==> src/sv/kt_ram.sv <==
`default_nettype none
// ----------------------------------------------------------------------------
// kt_ram: generic simple dual-port RAM
// One write port and one read port, read data registered.
// ----------------------------------------------------------------------------
module kt_ram #(
  parameter int WIDTH = 8,
  parameter int DEPTH = 16
) (
  input  wire logic                                    clk,
  input  wire logic                                    we,
  input  wire logic [((DEPTH > 1) ? $clog2(DEPTH) : 1)-1:0] waddr,
  input  wire logic [WIDTH-1:0]                        wdata,
  input  wire logic [((DEPTH > 1) ? $clog2(DEPTH) : 1)-1:0] raddr,
  output logic      [WIDTH-1:0]                        rdata
);

  logic [WIDTH-1:0] mem [DEPTH];

  always_ff @(posedge clk) begin
    if (we) begin
      mem[waddr] <= wdata;
    end
    rdata <= mem[raddr];
  end

endmodule
`default_nettype wire

==> config.mk <==
export PLATFORM = sky130hd
export DESIGN_NAME = kt_ram
export DESIGN_NICKNAME = d
export VERILOG_FILES = /design/src/sv/kt_ram.sv
export SDC_FILE = /design/constraint.sdc
export NUM_CORES = 1
export LEC_CHECK = 0
export ABC_AREA = 1
export BUFFER_PORTS_ARGS = -buffer_cell sky130_fd_sc_hd__buf_2
export CELL_PAD_IN_SITES_DETAIL_PLACEMENT = 2
export CELL_PAD_IN_SITES_GLOBAL_PLACEMENT = 2
export CORE_MARGIN = 2
export CORE_UTILIZATION = 43
export DETAILED_ROUTE_END_ITERATION = 7
export PLACE_DENSITY_LB_ADDON = 0.1
export SKIP_LAST_GASP = 1
export SYNTH_ARGS = -nofsm -noshare
export SYNTH_HDL_FRONTEND = slang
export SYNTH_SLANG_ARGS = --single-unit
==> constraint.sdc <==
create_clock -name clk -period 2.55 [get_ports clk]
set_input_delay 0 -clock clk [delete_from_list [all_inputs] [get_ports clk]]
set_output_delay 0 -clock clk [all_outputs]
set_load 0.005 [all_outputs]
After elaboration in Yosys (flattened, before gate mapping)
Memories as Yosys holds them, arrays and structs flattened. A register that Yosys moved wholly into a read port is not among the register bits.
Index checks and enable logic that the tools add are counted.

operators by class
  mux-type cells = 2

operators by type and width
  kind              count
  1-bit 2-to-1 mux  2

word-level totals
  memories = 1
  input port bits = 18
  output and inout port bits = 8
  memory bits (writable) = 128
  register bits = 0

memory list
  name  words  width  rd ports  clocked after memory_dff  wr ports  RTL line  text
  mem   16     8      1         1                         1         18        logic [WIDTH-1:0] mem [DEPTH];

Longest topological paths before layout
Gate-level depths: netlist of run 1.

  depth after elaboration = 2
  mapped depth = 8

Worst setup path before layout of run 1
Ideal clock, no wire load.

  path type = input to register
  start = input waddr[2] in the netlist's numbering
  end = memory mem[10][0] (enable)
  library setup time = 0.370 ns
  slack = 1.599 ns
  stages on the path = 2
  arrival = 0.581 ns
  cells stage by stage = nand3b_1 nor2_1

RTL lines
  what         RTL line  text
  from (decl)  12        input wire logic [((DEPTH > 1) ? $clog2(DEPTH) : 1)-1:0] waddr,
  to (decl)    18

No word-level cell before the write port.

==> summary.md, run 1 <==
| Metric | Value |
|---|---|
| Endpoint kind of the worst setup timing path | register |
| Floorplan die height | roughly 120 um |
| Setup repair after global routing missed its margin | false |
| Proportion of layout cells with a drive suffix above 1 | 9.49% |
| Highest attainable clock frequency | 859 MHz |
| Async SR Flop Fraction | 0% |
| Vias per cell | 5.14 |
| Sequential area share after synthesis | between 60% and 70% |
| Die width | roughly 120 um |
| Violations in the final reports | negative hold slack |
| Total inserted antenna cells | 0 |
| Count of endpoints failing hold in the final timing report | 2 |
| Final Wtd Congestion | 0.785 |
| Register bit total from synthesis | approximately 140 |
| Maximum level of the CTS H-tree | 4 |
| Total vias in the final route | 3939 |
| Layout Nets | 595 |
| Drt total wl | 17400 um |
| Yosys warning total | 0 |
| Fill cell total of the finished layout | about 1300 |
| Area of the multi-input gates | between 0.001 and 0.0015 mm^2 |
| Top cells by count, synth | 173 x nand2_1, 128 x edfxtp_1, 100 x inv_1, 97 x nand3_1, 17 x nor2_1 |
| Number of buffer cells added on primary ports | 25 |
| Start-to-end type of the worst setup path | reg2reg |
| Starting density of the core | a little over two fifths |
| Number of maximum-capacitance constraint violations | 0 |
| Total number of placement rows | between 40 and 50 |
| CTS sink count | 136 |
| Leakage | 2.83 nW |
| Cell types occupying the most area after synthesis | edfxtp_1 67%, nand2_1 11%, nand3_1 8.4% |
| Run status | finished with violations |
| Cell accounting for the most synthesized area | edfxtp_1 |
| Proportion of netlist area held by the largest area contributor | 66.7% |
| HPWL after detailed placement | 10600 um |
| Footprint of the flip-flops and latches | approximately 0.004 mm^2 |
| Count of buffers added by post-CTS timing repair for setup | 0 |
| Num ports | 26 |
| Max-slew headroom | 42.1% |
| Number of iterations in the first detailed-routing pass | 4 |
| Arrival time reported for the critical path endpoint | 1.47 ns |
| Area enclosed by the die boundary | between 0.01 and 0.015 mm^2 |
| Total of endpoints with negative setup slack in the final report | 0 |
| PwrDens | between 800 and 900 mW/mm^2 |
| Clock-pin slew of the registers on the worst-case setup and hold paths | 0.06 ns |
| Mapped cell area | ~0.0058 mm^2 |
| Sum of negative setup slack | 0 ns |
| Root buffer cell | clkbuf_16 |
| Worst hold-check path type | in2reg |
| CTS tree | yes |
| Core region area | about 0.013 mm^2 |
| Mean Syn Cell Area | 10.5 um^2 |
| CP startpoint kind | register |
| Period utilization | 45.7% |
| Final clock skew | 0.00799 ns |
| Number of buffers created by CTS | 17 |
| Number of distinct standard cells referenced by the synthesized netlist | 12 |
| Worst IR drop on VDD | 611 uV |
| Hold_ws | -0.000938 ns |
| Data required time of the worst path | 2.86 ns |
| Number of buffers between clock root and the deepest sink | 2 |
| Initial antenna violation count | 0 |
| Maximum number of pins on one net before global-route repair | 38 |
| Placed instance count | roughly 730 |
| # resized after CTS | 0 |
| Syn_nets | around 570 |
| Worst Path Max Fanout | 1 |
| Skew-Pair Late Insertion Delay | 0.42 ns |
| Number of enable flip-flop cells after synthesis | around 130 |
| First-pass GRT wire length | 26700 um |
| Global routing usage summed across all routing layers | 26.2% |
| Cells after Synth | 551 |
| Initial detailed-routing violation count | between 300 and 400 |
| Most numerous cell in the Yosys netlist | nand2_1 |
| Number of global-route vias before repair | 4507 |
| Routed length per instance | between 20 and 25 um |
| Transition at the pin with the smallest max-transition slack | 0.865 ns |
| GR Overflow Total | 0 |
| Final worst path period need | 1.16 ns |
| Max-slew violations | 0 |
| Tot Pwr | 5.28 mW |
| Layout area overhead | 14.1% |
| Dominant register cell in the synthesized netlist | edfxtp_1 |
| DRC errors left | 0 |
| Antenna Nets Post-Route | 0 |
| Non-filler cells in the finished layout | 766 |
## placed cells by master (no fill, tap or decap), drive strengths merged
cell,n
dfxtp,8
nor2,17
edfxtp,128
inv,102
bufinv,2
buf,30
clkbuf,30
nand3b,2
nand2,173
nand3,97
dlygate4sd3,1
## through the flow
| stage | utilization, % | area [um^2] | setup slack, ns | hold slack, ns |
|---|---|---|---|---|
| 6_report | 49.9 | 6580 | 1.39 | -0.000938 |
| 5_1_grt | 49.9 | 6580 | 1.32 | 0.0111 |
| 4_1_cts | 49.9 | 6580 | 1.37 | 0.00183 |
| 3_5_place_dp | 45.4 | 5980 | 1.06 | 0.375 |
| 3_3_place_gp | 45.4 | 5980 | 1.13 | 0.360 |
| 2_1_floorplan | - | 5770 | 1.60 | 0.0989 |
## state kept, by name, indices dropped and copies added, names as in the netlist
name   cells
mem      128
rdata      8
## worst max-delay path, cell delays in order, from the launching register on
cell and delay, ns:
edfxtp_1 0.38, inv_1 0.09, nand2_1 0.07, nand3_1 0.10, nand3_1 0.14, nand3_1 0.19
nand2_1 0.09
## timing repair
| action | in CTS | in global routing |
|---|---|---|
| hold endpoints to repair | 8 | 0 |
| hold buffers | 1 | 0 |
| setup endpoints to repair | 0 | 0 |
## worst paths after layout
| path | startpoint | end | slack (ns) | depth (start not counted) |
|---|---|---|---|---|
| worst min register to register | mem[10][6] | rdata[6] | 0.72 | 6 |
| worst max register to register | mem[0][7] | rdata[7] | 1.39 | 6 |
| worst min-delay path | wdata[2] | mem[1][2] | -0.0009 | 1 |
| worst max-delay path | mem[0][7] | rdata[7] | 1.39 | 6 |
## power breakdown
group	switching (mW)	internal, mW	total [mW]	leakage [nW]
registers	0.0174	2.50	2.52	1.22
clock network	0.870	1.57	2.44	0.283
logic	0.241	0.0823	0.323	1.32
total	1.13	4.16	5.28	2.83
## cell families after synthesis
kind of cell,count (synthesis),synth area share (%)
flip-flops,136,69.4
buffers and inverters,126,9.52
AND/OR/NAND/NOR,289,21.0
## layout make-up
type / instances / share of cell area, %
tap: 176 / 3.35
inverter: 102 / 5.82
clock buffer: 30 / 7.97
timing repair buffer: 31 / 2.63
clock inverter: 2 / 0.913
multi-input combinational: 289 / 18.5
sequential: 136 / 60.9
## layer usage
metal	track usage, %	vias up	part of all wire, %
li1	-	1828	-
met1	31.3	2008	42
met2	46.7	82	53
met5	0	-	0
met4	8.53	0	2.0
met3	6.18	21	3.4
(Power assumes the default switching activity.)
==> run 2, diff against run 1 <==
- CORE_UTILIZATION: 43 -> 40
- clock period: 2.55 -> 1.1 ns (I/O delays scaled with it)
==> summary.md, run 2 (synthesis gave the netlist of run 1 again) <==
| Metric | Value |
|---|---|
| Flip-flop count of the largest register after layout | 128 |
| Hold_ws | 0.00532 ns |
| Start-to-end type of the worst setup path | reg2reg |
| Setup repair after global routing missed its margin | true |
| Total of endpoints with negative setup slack in the final report | 0 |
| Number of buffers created by CTS | 17 |
| Layout Nets | 622 |
| Count of buffers added by post-CTS timing repair for setup | 0 |
| Number of buffers between clock root and the deepest sink | 2 |
| DRC errors left | 0 |
| Switching fraction of total power | 21.1% |
| Initial detailed-routing violation count | 239 |
| Starting density of the core | 41.2% |
| Leading cell type in the layout, fill and taps excluded | nand2_1 |
| Worst Path Max Fanout | 1 |
| Combinational group share of total power | 6.5% |
| Leading registers by flop count | mem x128, rdata x8 |
| Final clock skew | 0.00778 ns |
| Endpoint kind of the worst setup timing path | register |
| Sum of negative setup slack | 0 ns |
| Total inserted antenna cells | 0 |
| PwrDens | 1840 mW/mm^2 |
| Arrival time reported for the critical path endpoint | 1.37 ns |
| Max-slew violations | 0 |
| Drt total wl | 17300 um |
| Number of iterations in the first detailed-routing pass | 4 |
| CTS tree | yes |
| First-pass GRT wire length | 27000 um |
| Number of maximum-capacitance constraint violations | 0 |
| Maximum level of the CTS H-tree | 4 |
| Routed length per instance | 21.7 um |
| Highest attainable clock frequency | 948 MHz |
| Leakage | 3.04 nW |
| Initial antenna violation count | 0 |
| Total number of placement rows | 43 |
| Vias per cell | 5.12 |
| Clock-pin slew of the registers on the worst-case setup and hold paths | 0.06 ns |
| HPWL after detailed placement | 10500 um |
| Final worst-path setup slack | 0.0447 ns |
| Register with the highest flop count | mem |
| Max-slew headroom | 72.0% |
| Run status | completed |
| Antenna Nets Post-Route | 0 |
| DP Worst Slack | -0.00696 ns |
| Non-filler cells in the finished layout | between 700 and 800 |
| Placed instance count | 762 |
| Proportion of power drawn by the clock network | 47.8% |
| Core region area | 0.0140 mm^2 |
| Final worst path period need | 1.06 ns |
| Die width | 124 um |
| Worst hold-check path type | in2reg |
| Transition at the pin with the smallest max-transition slack | 0.419 ns |
| Tot Pwr | 12.8 mW |
| Sequential group share of total power | 45.7% |
| Worst IR drop on VDD | 1700 uV |
| Leading cell types in the layout, fill and taps excluded | 173 x nand2_1, 128 x edfxtp_1, 99 x inv_1 |
| Finished Core Util | 49.7% |
| Final Wtd Congestion | 0.745 |
| Area enclosed by the die boundary | 0.0154 mm^2 |
| Cell area reported after detailed placement | 0.00626 mm^2 |
| Proportion of layout cells with a drive suffix above 1 | around 15% |
| CTS sink count | 136 |
| Net switching power | 2.69 mW |
| GR Overflow Total | 0 |
| CP startpoint kind | register |
| Global routing usage summed across all routing layers | between 20% and 30% |
| Root buffer cell | clkbuf_16 |
| Count of endpoints failing hold in the final timing report | 0 |
| Internal power contribution | 10.1 mW |
| Skew-Pair Late Insertion Delay | between 0.4 and 0.5 ns |
| Floorplan die height | 124 um |
| Period utilization | 95.9% |
| Data required time of the worst path | approximately 1.4 ns |
| Num ports | 26 |
| Maximum number of pins on one net before global-route repair | 37 |
| Number of global-route vias before repair | approximately 4700 |
| Layout area overhead | 20.6% |
| Non-Filler Cell Area, Final | 0.00695 mm^2 |
| Total vias in the final route | between 4000 and 5000 |
| Number of buffer cells added on primary ports | 25 |
-- run 2: cell count changes in the layout (fill, tap and decap cells not counted), moves of 3 or more --
cell,before,now
buf_12,0,7
buf_4,5,23
clkbuf_1,8,3
clkinv_2,0,3
nand3_1,97,92
nand3_2,0,5
-- run 2: final cells by class --
cell class / count / area, um^2
Fill cell: 1433 / 7040
Clock buffer: 24 / 492
Inverter: 102 / 383
Clock inverter: 8 / 143
Timing Repair Buffer: 58 / 468
Multi-Input combinational cell: 289 / 1240
Sequential cell: 136 / 4000
Tap cell: 180 / 225
-- run 2: worst paths after layout --
path         startpoint  slack [ns]          to  cells after the start
max reg2reg   mem[6][0]        0.04    rdata[0]                      6
min            wdata[6]       0.005  mem[12][6]                      1
max           mem[6][0]        0.04    rdata[0]                      6
min reg2reg  mem[14][4]        0.71    rdata[4]                      6
-- run 2: metal layers --
| layer | track usage [%] | wire length [um] | vias to the layer above |
|---|---|---|---|
| met5 | 0 | 0 | - |
| met4 | 9.13 | 272 | 0 |
| li1 | - | - | 1884 |
| met3 | 4.49 | 735 | 19 |
| met2 | 43.9 | 9160 | 86 |
| met1 | 30.7 | 7140 | 2091 |
-- run 2: timing repair --
item                                   4_1_cts  5_1_grt
gates resized for setup                      0        6
setup endpoints to repair                    0        3
endpoints found under the hold margin       34        0
hold buffers                                 3        0
-- run 2: critical path, cell delays in order (launching register included) --
cell and delay, ns:
edfxtp_1 0.37, inv_1 0.08, nand2_1 0.09, nand3_1 0.08, nand3_1 0.08, nand3_1 0.16, nand2_1 0.07
-- run 2: power groups by stage --
stage                     Combinational, mW  Sequential, mW  Clock (mW)
after floorplan                       0.409            5.93           0
after global placement                0.751            5.94           0
after detailed placement              0.795            5.94           0
after CTS                             0.828            5.84        6.18
after global routing                  0.916            5.85        6.36
final                                 0.825            5.84        6.11
