--- src/sv/kt_pkg.sv ---
`default_nettype none
// ----------------------------------------------------------------------------
// kt_pkg: shared types and constants of the keyed table
// Table geometry, request codes, entry layout and the memory request bundle.
// ----------------------------------------------------------------------------
package kt_pkg;

  localparam int TABLE_ENTRIES = 256;
  localparam int KEY_BITS      = 24;

  localparam int CONTACT_KEY_W = 24;
  localparam int NAME_W        = 64;
  localparam int REQ_W         = 2;

  // effective stored key width: the request carries 24 bits
  localparam int KEY_W   = (KEY_BITS < CONTACT_KEY_W) ? KEY_BITS : CONTACT_KEY_W;
  localparam int IDX_W   = (TABLE_ENTRIES > 1) ? $clog2(TABLE_ENTRIES) : 1;
  localparam int ENTRY_W = NAME_W + KEY_W;

  localparam int IN_DATA_W  = 88;
  localparam int OUT_DATA_W = 72;

  typedef logic [REQ_W-1:0] req_type_t;

  localparam req_type_t OP_ADD  = 2'd0;
  localparam req_type_t OP_DEL  = 2'd1;
  localparam req_type_t OP_FIND = 2'd2;

  typedef logic [IDX_W-1:0]   idx_t;
  typedef logic [KEY_W-1:0]   key_t;
  typedef logic [NAME_W-1:0]  name_t;
  typedef logic [ENTRY_W-1:0] entry_t;

  typedef struct packed {
    logic   we;
    idx_t   waddr;
    entry_t wdata;
    idx_t   raddr;
  } mem_req_t;

endpackage
`default_nettype wire

--- src/sv/kt_ctrl.sv ---
`default_nettype none
// ----------------------------------------------------------------------------
// kt_ctrl: request sequencer of the keyed table
// Scans the entry memory one entry per cycle, tracks the first key match and
// the first free entry, then writes back and drives the result register.
// ----------------------------------------------------------------------------
module kt_ctrl (
  input  wire logic                          clk,
  input  wire logic                          rst_n,
  input  wire logic                          in_tvalid,
  output logic                               in_tready,
  input  wire logic [kt_pkg::REQ_W-1:0]      in_tuser,
  input  wire logic [kt_pkg::IN_DATA_W-1:0]  in_tdata,
  output logic                               out_tvalid,
  input  wire logic                          out_tready,
  output logic [kt_pkg::OUT_DATA_W-1:0]      out_tdata,
  output kt_pkg::mem_req_t                   mem_req,
  input  wire kt_pkg::entry_t                mem_rdata
);
  import kt_pkg::*;

  typedef enum logic [3:0] {
    ST_IDLE  = 4'b0001,
    ST_SCAN  = 4'b0010,
    ST_DRAIN = 4'b0100,
    ST_ACT   = 4'b1000
  } state_t;

  state_t    state_r, state_nxt;
  idx_t      cnt_r, cnt_nxt;
  logic      rd_vld_r;
  idx_t      rd_idx_r;
  logic      rd_ent_vld_r;
  req_type_t op_r;
  key_t      key_r;
  name_t     name_r;
  logic      match_r, match_nxt;
  idx_t      match_idx_r, match_idx_nxt;
  name_t     match_name_r, match_name_nxt;
  logic      free_r, free_nxt;
  idx_t      free_idx_r, free_idx_nxt;
  logic [TABLE_ENTRIES-1:0] valid_r, valid_nxt;
  logic      ovf_r, ovf_nxt;
  logic      out_valid_r, out_valid_nxt;
  logic      out_found_r;
  name_t     out_name_r;
  logic      out_ovf_r;
  logic      out_load;
  logic      hit, empty;
  key_t      rd_key;
  name_t     rd_name;

  assign rd_key  = mem_rdata[KEY_W-1:0];
  assign rd_name = mem_rdata[ENTRY_W-1:KEY_W];
  assign hit     = rd_vld_r && rd_ent_vld_r && (rd_key == key_r) && !match_r;
  assign empty   = rd_vld_r && !rd_ent_vld_r && !free_r;

  assign in_tready  = (state_r == ST_IDLE);
  assign out_tvalid = out_valid_r;
  assign out_tdata  = {{(OUT_DATA_W - NAME_W - 2){1'b0}}, out_ovf_r, out_name_r, out_found_r};

  always_comb begin
    state_nxt      = state_r;
    cnt_nxt        = cnt_r;
    match_nxt      = match_r;
    match_idx_nxt  = match_idx_r;
    match_name_nxt = match_name_r;
    free_nxt       = free_r;
    free_idx_nxt   = free_idx_r;
    valid_nxt      = valid_r;
    ovf_nxt        = ovf_r;
    out_valid_nxt  = out_valid_r && !out_tready;
    out_load       = 1'b0;
    mem_req.we     = 1'b0;
    mem_req.waddr  = match_idx_r;
    mem_req.wdata  = {name_r, key_r};
    mem_req.raddr  = cnt_r;

    if (hit) begin
      match_nxt      = 1'b1;
      match_idx_nxt  = rd_idx_r;
      match_name_nxt = rd_name;
    end
    if (empty) begin
      free_nxt     = 1'b1;
      free_idx_nxt = rd_idx_r;
    end

    unique case (state_r)
      ST_IDLE: begin
        if (in_tvalid) begin
          state_nxt = ST_SCAN;
          cnt_nxt   = '0;
          match_nxt = 1'b0;
          free_nxt  = 1'b0;
        end
      end
      ST_SCAN: begin
        cnt_nxt = cnt_r + 1'b1;
        if (cnt_r == idx_t'(TABLE_ENTRIES - 1)) begin
          state_nxt = ST_DRAIN;
        end
      end
      ST_DRAIN: begin
        state_nxt = ST_ACT;
      end
      ST_ACT: begin
        unique case (op_r)
          OP_ADD: begin
            state_nxt = ST_IDLE;
            if (match_r) begin
              mem_req.we = 1'b1;
            end else if (free_r) begin
              mem_req.we              = 1'b1;
              mem_req.waddr           = free_idx_r;
              valid_nxt[free_idx_r]   = 1'b1;
            end else begin
              ovf_nxt = 1'b1;
            end
          end
          OP_DEL: begin
            state_nxt = ST_IDLE;
            if (match_r) begin
              valid_nxt[match_idx_r] = 1'b0;
            end
          end
          default: begin
            if (!out_valid_r || out_tready) begin
              out_load      = 1'b1;
              out_valid_nxt = 1'b1;
              state_nxt     = ST_IDLE;
            end
          end
        endcase
      end
      default: begin
        state_nxt = ST_IDLE;
      end
    endcase
  end

  always_ff @(posedge clk) begin
    if (!rst_n) begin
      state_r     <= ST_IDLE;
      rd_vld_r    <= 1'b0;
      valid_r     <= '0;
      ovf_r       <= 1'b0;
      out_valid_r <= 1'b0;
      match_r     <= 1'b0;
      free_r      <= 1'b0;
    end else begin
      state_r     <= state_nxt;
      rd_vld_r    <= (state_r == ST_SCAN);
      valid_r     <= valid_nxt;
      ovf_r       <= ovf_nxt;
      out_valid_r <= out_valid_nxt;
      match_r     <= match_nxt;
      free_r      <= free_nxt;
    end
  end

  always_ff @(posedge clk) begin
    cnt_r        <= cnt_nxt;
    rd_idx_r     <= cnt_r;
    rd_ent_vld_r <= valid_r[cnt_r];
    match_idx_r  <= match_idx_nxt;
    match_name_r <= match_name_nxt;
    free_idx_r   <= free_idx_nxt;
    if (in_tvalid && in_tready) begin
      op_r   <= in_tuser;
      key_r  <= in_tdata[KEY_W-1:0];
      name_r <= in_tdata[CONTACT_KEY_W +: NAME_W];
    end
    if (out_load) begin
      out_found_r <= match_r;
      out_name_r  <= match_r ? match_name_r : '0;
      out_ovf_r   <= ovf_r;
    end
  end

endmodule
`default_nettype wire

--- config.mk ---
export PLATFORM = sky130hd
export DESIGN_NAME = kt_ctrl
export DESIGN_NICKNAME = d
export VERILOG_FILES = /design/src/sv/kt_pkg.sv /design/src/sv/kt_ctrl.sv
export SDC_FILE = /design/constraint.sdc
export NUM_CORES = 1
export LEC_CHECK = 0
export ABC_AREA = 1
export CORE_MARGIN = 10
export CORE_UTILIZATION = 60
export DETAILED_ROUTE_END_ITERATION = 16
export DONT_BUFFER_PORTS = 1
export PLACE_DENSITY = 0.76
export SLEW_MARGIN = 30
export SYNTH_ARGS = -nofsm -noshare
export SYNTH_HDL_FRONTEND = slang
export SYNTH_SLANG_ARGS = --single-unit
export TNS_END_PERCENT = 30
--- constraint.sdc ---
create_clock -name clk -period 9.5 [get_ports clk]
set_clock_uncertainty 0.1 [all_clocks]
set_input_delay 1.9 -clock clk [delete_from_list [all_inputs] [get_ports clk]]
set_output_delay 1.9 -clock clk [all_outputs]
set_load 0.02 [all_outputs]
After elaboration in Yosys (flattened, before gate mapping) --
Cells that the tools add are included.
Storage, ports and cells: bits in latches 0, memory bits (read-only) 0, RAM bits 0, register bits 518, memories kept 0
Operators by class: $mul 0, $add $sub $neg 1, magnitude comparators 5, bitwise logic cells 5, shift-type cells 0, equal/unequal tests 13, div/mod/pow operators 0, reduce and logical (&&, ||, !) cells 23, mux-type cells 34
Operators by type and width (number):
- two-way mux 256 bit | 3
- case mux 256 bit (2 select lines) | 1
- AND 256 bit | 1
- inverter 256 bit | 1
- bitwise OR 256 bit | 1
- < comparator 8 x 9 -> 1 bit, second input constant | 3
- two-way mux 9 bit | 3
- equality test 24 bit | 1
- demux 1 bit (select 8 bit) | 2
- >= comparator 8 x 1 -> 1 bit, second input constant | 2
- two-way mux 1 bit | 16
- two-way mux 4 bit | 4
- two-way mux 8 bit | 2
- case mux 4 bit (4 select lines) | 1
- case mux 8 bit (2 select lines) | 1
- != test 2 bit, second input constant | 5
- logical AND 1 bit | 9
- adder 8 x 1 -> 8 bit, second input constant | 1
- binary-select mux 1 bit (select 8 bit) | 1
- equality test 8 bit, second input constant | 1
- logical NOT 1 bit | 5
- AND reduction 5 bit | 1
- equality test 4 x 1 -> 1 bit, second input constant | 1
- equality test 4 x 2 -> 1 bit, second input constant | 1
- 12 further kinds | 14

Logic depth before layout (Yosys ltp) --
depth after elaboration 8, gate-level depth with buffers 16, mapped depth without buffers 14

Worst setup path after synthesis --
Ideal clock, no wire load.
path type input port to flip-flop, start input in_tvalid, end register cnt_r[0], enable pin, cell stages on the path 4, data arrival time 6501 ps, slack 2558 ps, path buffers 0, cells stage by stage inv_1 nor2_1 inv_1 nand2_1
On the way: longest elaborated chain between the ends 2
RTL lines:
- start, declared | RTL line kt_ctrl.sv:10 | input wire logic in_tvalid,
- != test 2 bit (no line)
- AND reduction 2 bit (no line)
- end signal, assigned | RTL line kt_ctrl.sv:163 | cnt_r <= cnt_nxt;
- end, declared | RTL line kt_ctrl.sv:30 | idx_t cnt_r, cnt_nxt;
No other way between the ends. A chain may end at the register's enable or synchronous reset.

==> out/results.txt <==
Reg-to-Reg Start -> op_r[1]$_DFFE_PP_
Worst EP arrival -> 2.41 ns
Setup TNS -> 0 ns
Htree depth -> 2
Total GRT Usage -> 29.4%
Congestion Overflow GR -> 0
First-iteration detailed-routing DRC count -> 3468
Clock Root Buffer -> clkbuf_16
Slew HR -> 13.7%
First-pass GRT wire length -> 112000 um
Area Growth Syn to Fin -> 7.86%
Pin count of the biggest net entering global routing -> 240
Max-cap viol count -> 0
NetSw -> 1210 uW
CP endpoint kind -> output pin
Hold WC Path Type -> flop to flop
Slew Viols, Final -> 0
Period utilization -> 46.5%
I/O pins -> 361
Core ar. -> 0.0389 sq mm
Clock Latency Late Sink -> 0.59 ns
Post-synthesis sequential area ratio -> 53.8%
Critical Path RT -> 7.50 ns
Share of cells above drive strength 1 -> 4.87%
Mapped Area -> 0.0238 sq mm
CTS clk-pin slew, worst paths -> 0.07 ns
Utilization after layout -> 65.9%
Final Hold Viols -> 0
Cell-internal power -> 3830 uW
Final WL -> 73400 um
DRT Pass-1 Iters -> 7
Wire per inst -> 21.5 um
Hold_buf cts -> 0
Minimum clock period after layout -> 4.41 ns
CTS resizes -> 0
Leakage -> 0.00961 uW
Yosys top cell by area -> edfxtp_1
Worst Hold Launch -> rd_idx_r[0]$_DFF_P_
I/O Buffers -> 0
RSZ-0062 raised after global routing -> false
Yosys reg bits -> 518
Critical path fanouts, max -> 17
Clock sinks -> 518
Clock power frac -> 44.2%
Critical path startpoint category -> flop
Synth top area share -> 30.8%
Cells after Synth -> 2975
Postcts setup bufs -> 0
# setup viols final -> 0
Slew at the pin with the worst max-slew slack -> 1.29 ns
Routed Antenna Nets -> 0
CTS tree -> yes
FMAX -> 227 MHz
Post-Syn Area per Cell -> 8.00 sq um
Total CTS buffers -> 51
Ys Warns -> 0
Via Count -> 20984
Initial Util -> 61.1%
Final HPWL DP -> 46900 um
Switching share of power -> 24.0%
Area contributors post-synth -> edfxtp_1, dfxtp_1, nand2_1
N_diodes -> 0
Total power -> 5040 uW
Combinational Power Share -> 6.8%
DRC Markers -> 0
Critical Path Source -> op_r[1]$_DFFE_PP_
Vias per cell -> 6.15
Final Wtd Congestion -> 0.895
Worst VDD drop -> 150 uV
Initial antenna violation count -> 0
Post-synth cell types -> 39
Status -> complete, no violations
Max Buffers Root-to-Sink -> 3
Total die area -> 0.0480 sq mm
Setup Crit Path Kind -> flop to output pin
Nets -> 3038
Die Y -> 219 um
Fillers -> 3176
Die X -> 219 um
Vias in the first global route -> 19353
Sequential power share -> 49.0%
P per Cell Area -> 197 mW/mm^2
Std cell rows -> 72
## cell usage after synthesis, drive strengths merged
cell type,count
xor2,5
nand3,167
conb,1
ha,1
o211ai,32
o22ai,3
a221oi,1
edfxtp,244
nand4,5
a21oi,322
xnor2,6
o2111ai,1
dfxtp,274
buf,61
or2,4
a2111oi,1
nor2,210
a21o,13
nor4,1
clkinv,2
inv,375
o21ai,449
clkbuf,133
a31oi,1
nor3,8
nand2,635
a211oi,20
## critical path, stage by stage (launching register included)
cell	delay, ns
edfxtp_1	0.48
nor2_1	0.27
nand4_4	0.31
o21ai_0	0.76
## path summary, 6_finish.rpt
kind	end	depth (start not counted)	slack, ns
min reg2reg	match_idx_r[0]$_DFFE_PP_	0	0.34
min	match_idx_r[0]$_DFFE_PP_	0	0.34
max	mem_req[101]	3	5.09
max reg2reg	valid_r[53]$_SDFFE_PN0P_	7	5.76
## flip-flops by register name, indices dropped and copies added, names as in the netlist
register,flops
cnt_r,8
free_idx_r,8
free_r,1
key_r,24
match_idx_r,8
match_name_r,64
match_r,1
name_r,64
op_r,2
out_found_r,1
out_name_r,64
out_ovf_r,1
out_tvalid,1
ovf_r,1
rd_ent_vld_r,1
rd_idx_r,8
rd_vld_r,1
state_r,4
valid_r,256
## metal layers
layer  routed length [um]  vias to the layer above  part of all wire [%]  GRT usage, %
met5                    0                        -                     0             0
met4                 2880                        0                   3.9          12.0
met3                 8160                      210                    11          6.75
met2                33400                     1355                    45          45.8
met1                29000                     9887                    40          39.0
li1                     -                     9532                     -             -
## cell families after synthesis
kind of cell | Yosys count | share of synthesized area, %
buffers and inverters | 571 | 9.48
AOI/OAI and AO/OA | 843 | 18.5
other | 1 | 0.0158
DFF | 518 | 53.8
xor gates and xnor gates | 11 | 0.405
adders and majority gates | 1 | 0.0526
and+or+nand+nor | 1030 | 17.7
## per-stage QoR
step | setup slack [ns] | std cells | hold slack, ns | area (sq um)
after floorplan | 2.56 | 2980 | 0.304 | 23800
final | 5.09 | 3414 | 0.338 | 25700
after global placement | 5.52 | 3320 | 0.310 | 23800
after CTS | 5.07 | 3414 | 0.333 | 25700
after global routing | 4.93 | 3414 | 0.337 | 25700
after detailed placement | 5.44 | 3320 | 0.317 | 23800
## power groups by stage
| stage | logic [uW] | registers (uW) | clock network (uW) |
|---|---|---|---|
| global route | 368 | 2470 | 2330 |
| floorplan | 248 | 2510 | 0 |
| finish | 345 | 2470 | 2230 |
| CTS | 329 | 2470 | 2240 |
| global placement | 324 | 2520 | 0 |
| detailed placement | 328 | 2520 | 0 |
## area by class of cell
cell class                      instances  area, sq um  area share (%)
Tap cell                              518          648            2.53
Timing Repair Buffer                   16          153           0.595
Inverter                              377         1420            5.51
Clock buffer                           64         1420            5.52
Multi-Input combinational cell       1891         8780            34.2
Sequential cell                       518        12800            49.9
Clock inverter                         30          437            1.70
## layout by cell type (no fill, tap or decap), types with 7 or more instances in the layout
cell	netlist	final
nand2_2	10	10
clkbuf_16	0	53
a21o_1	13	13
o21ai_0	341	341
o211ai_1	32	32
nor2_4	5	9
edfxtp_1	244	244
nand3_1	166	166
clkinv_2	0	8
nor2_1	204	200
buf_4	13	12
a211oi_1	20	20
clkinv_1	2	7
o21ai_1	108	108
inv_2	10	11
dfxtp_1	274	273
nand2_1	623	623
a21oi_1	322	322
inv_1	365	364
bufinv_16	0	11
Note: power is estimated with default switching activity, not from simulation.
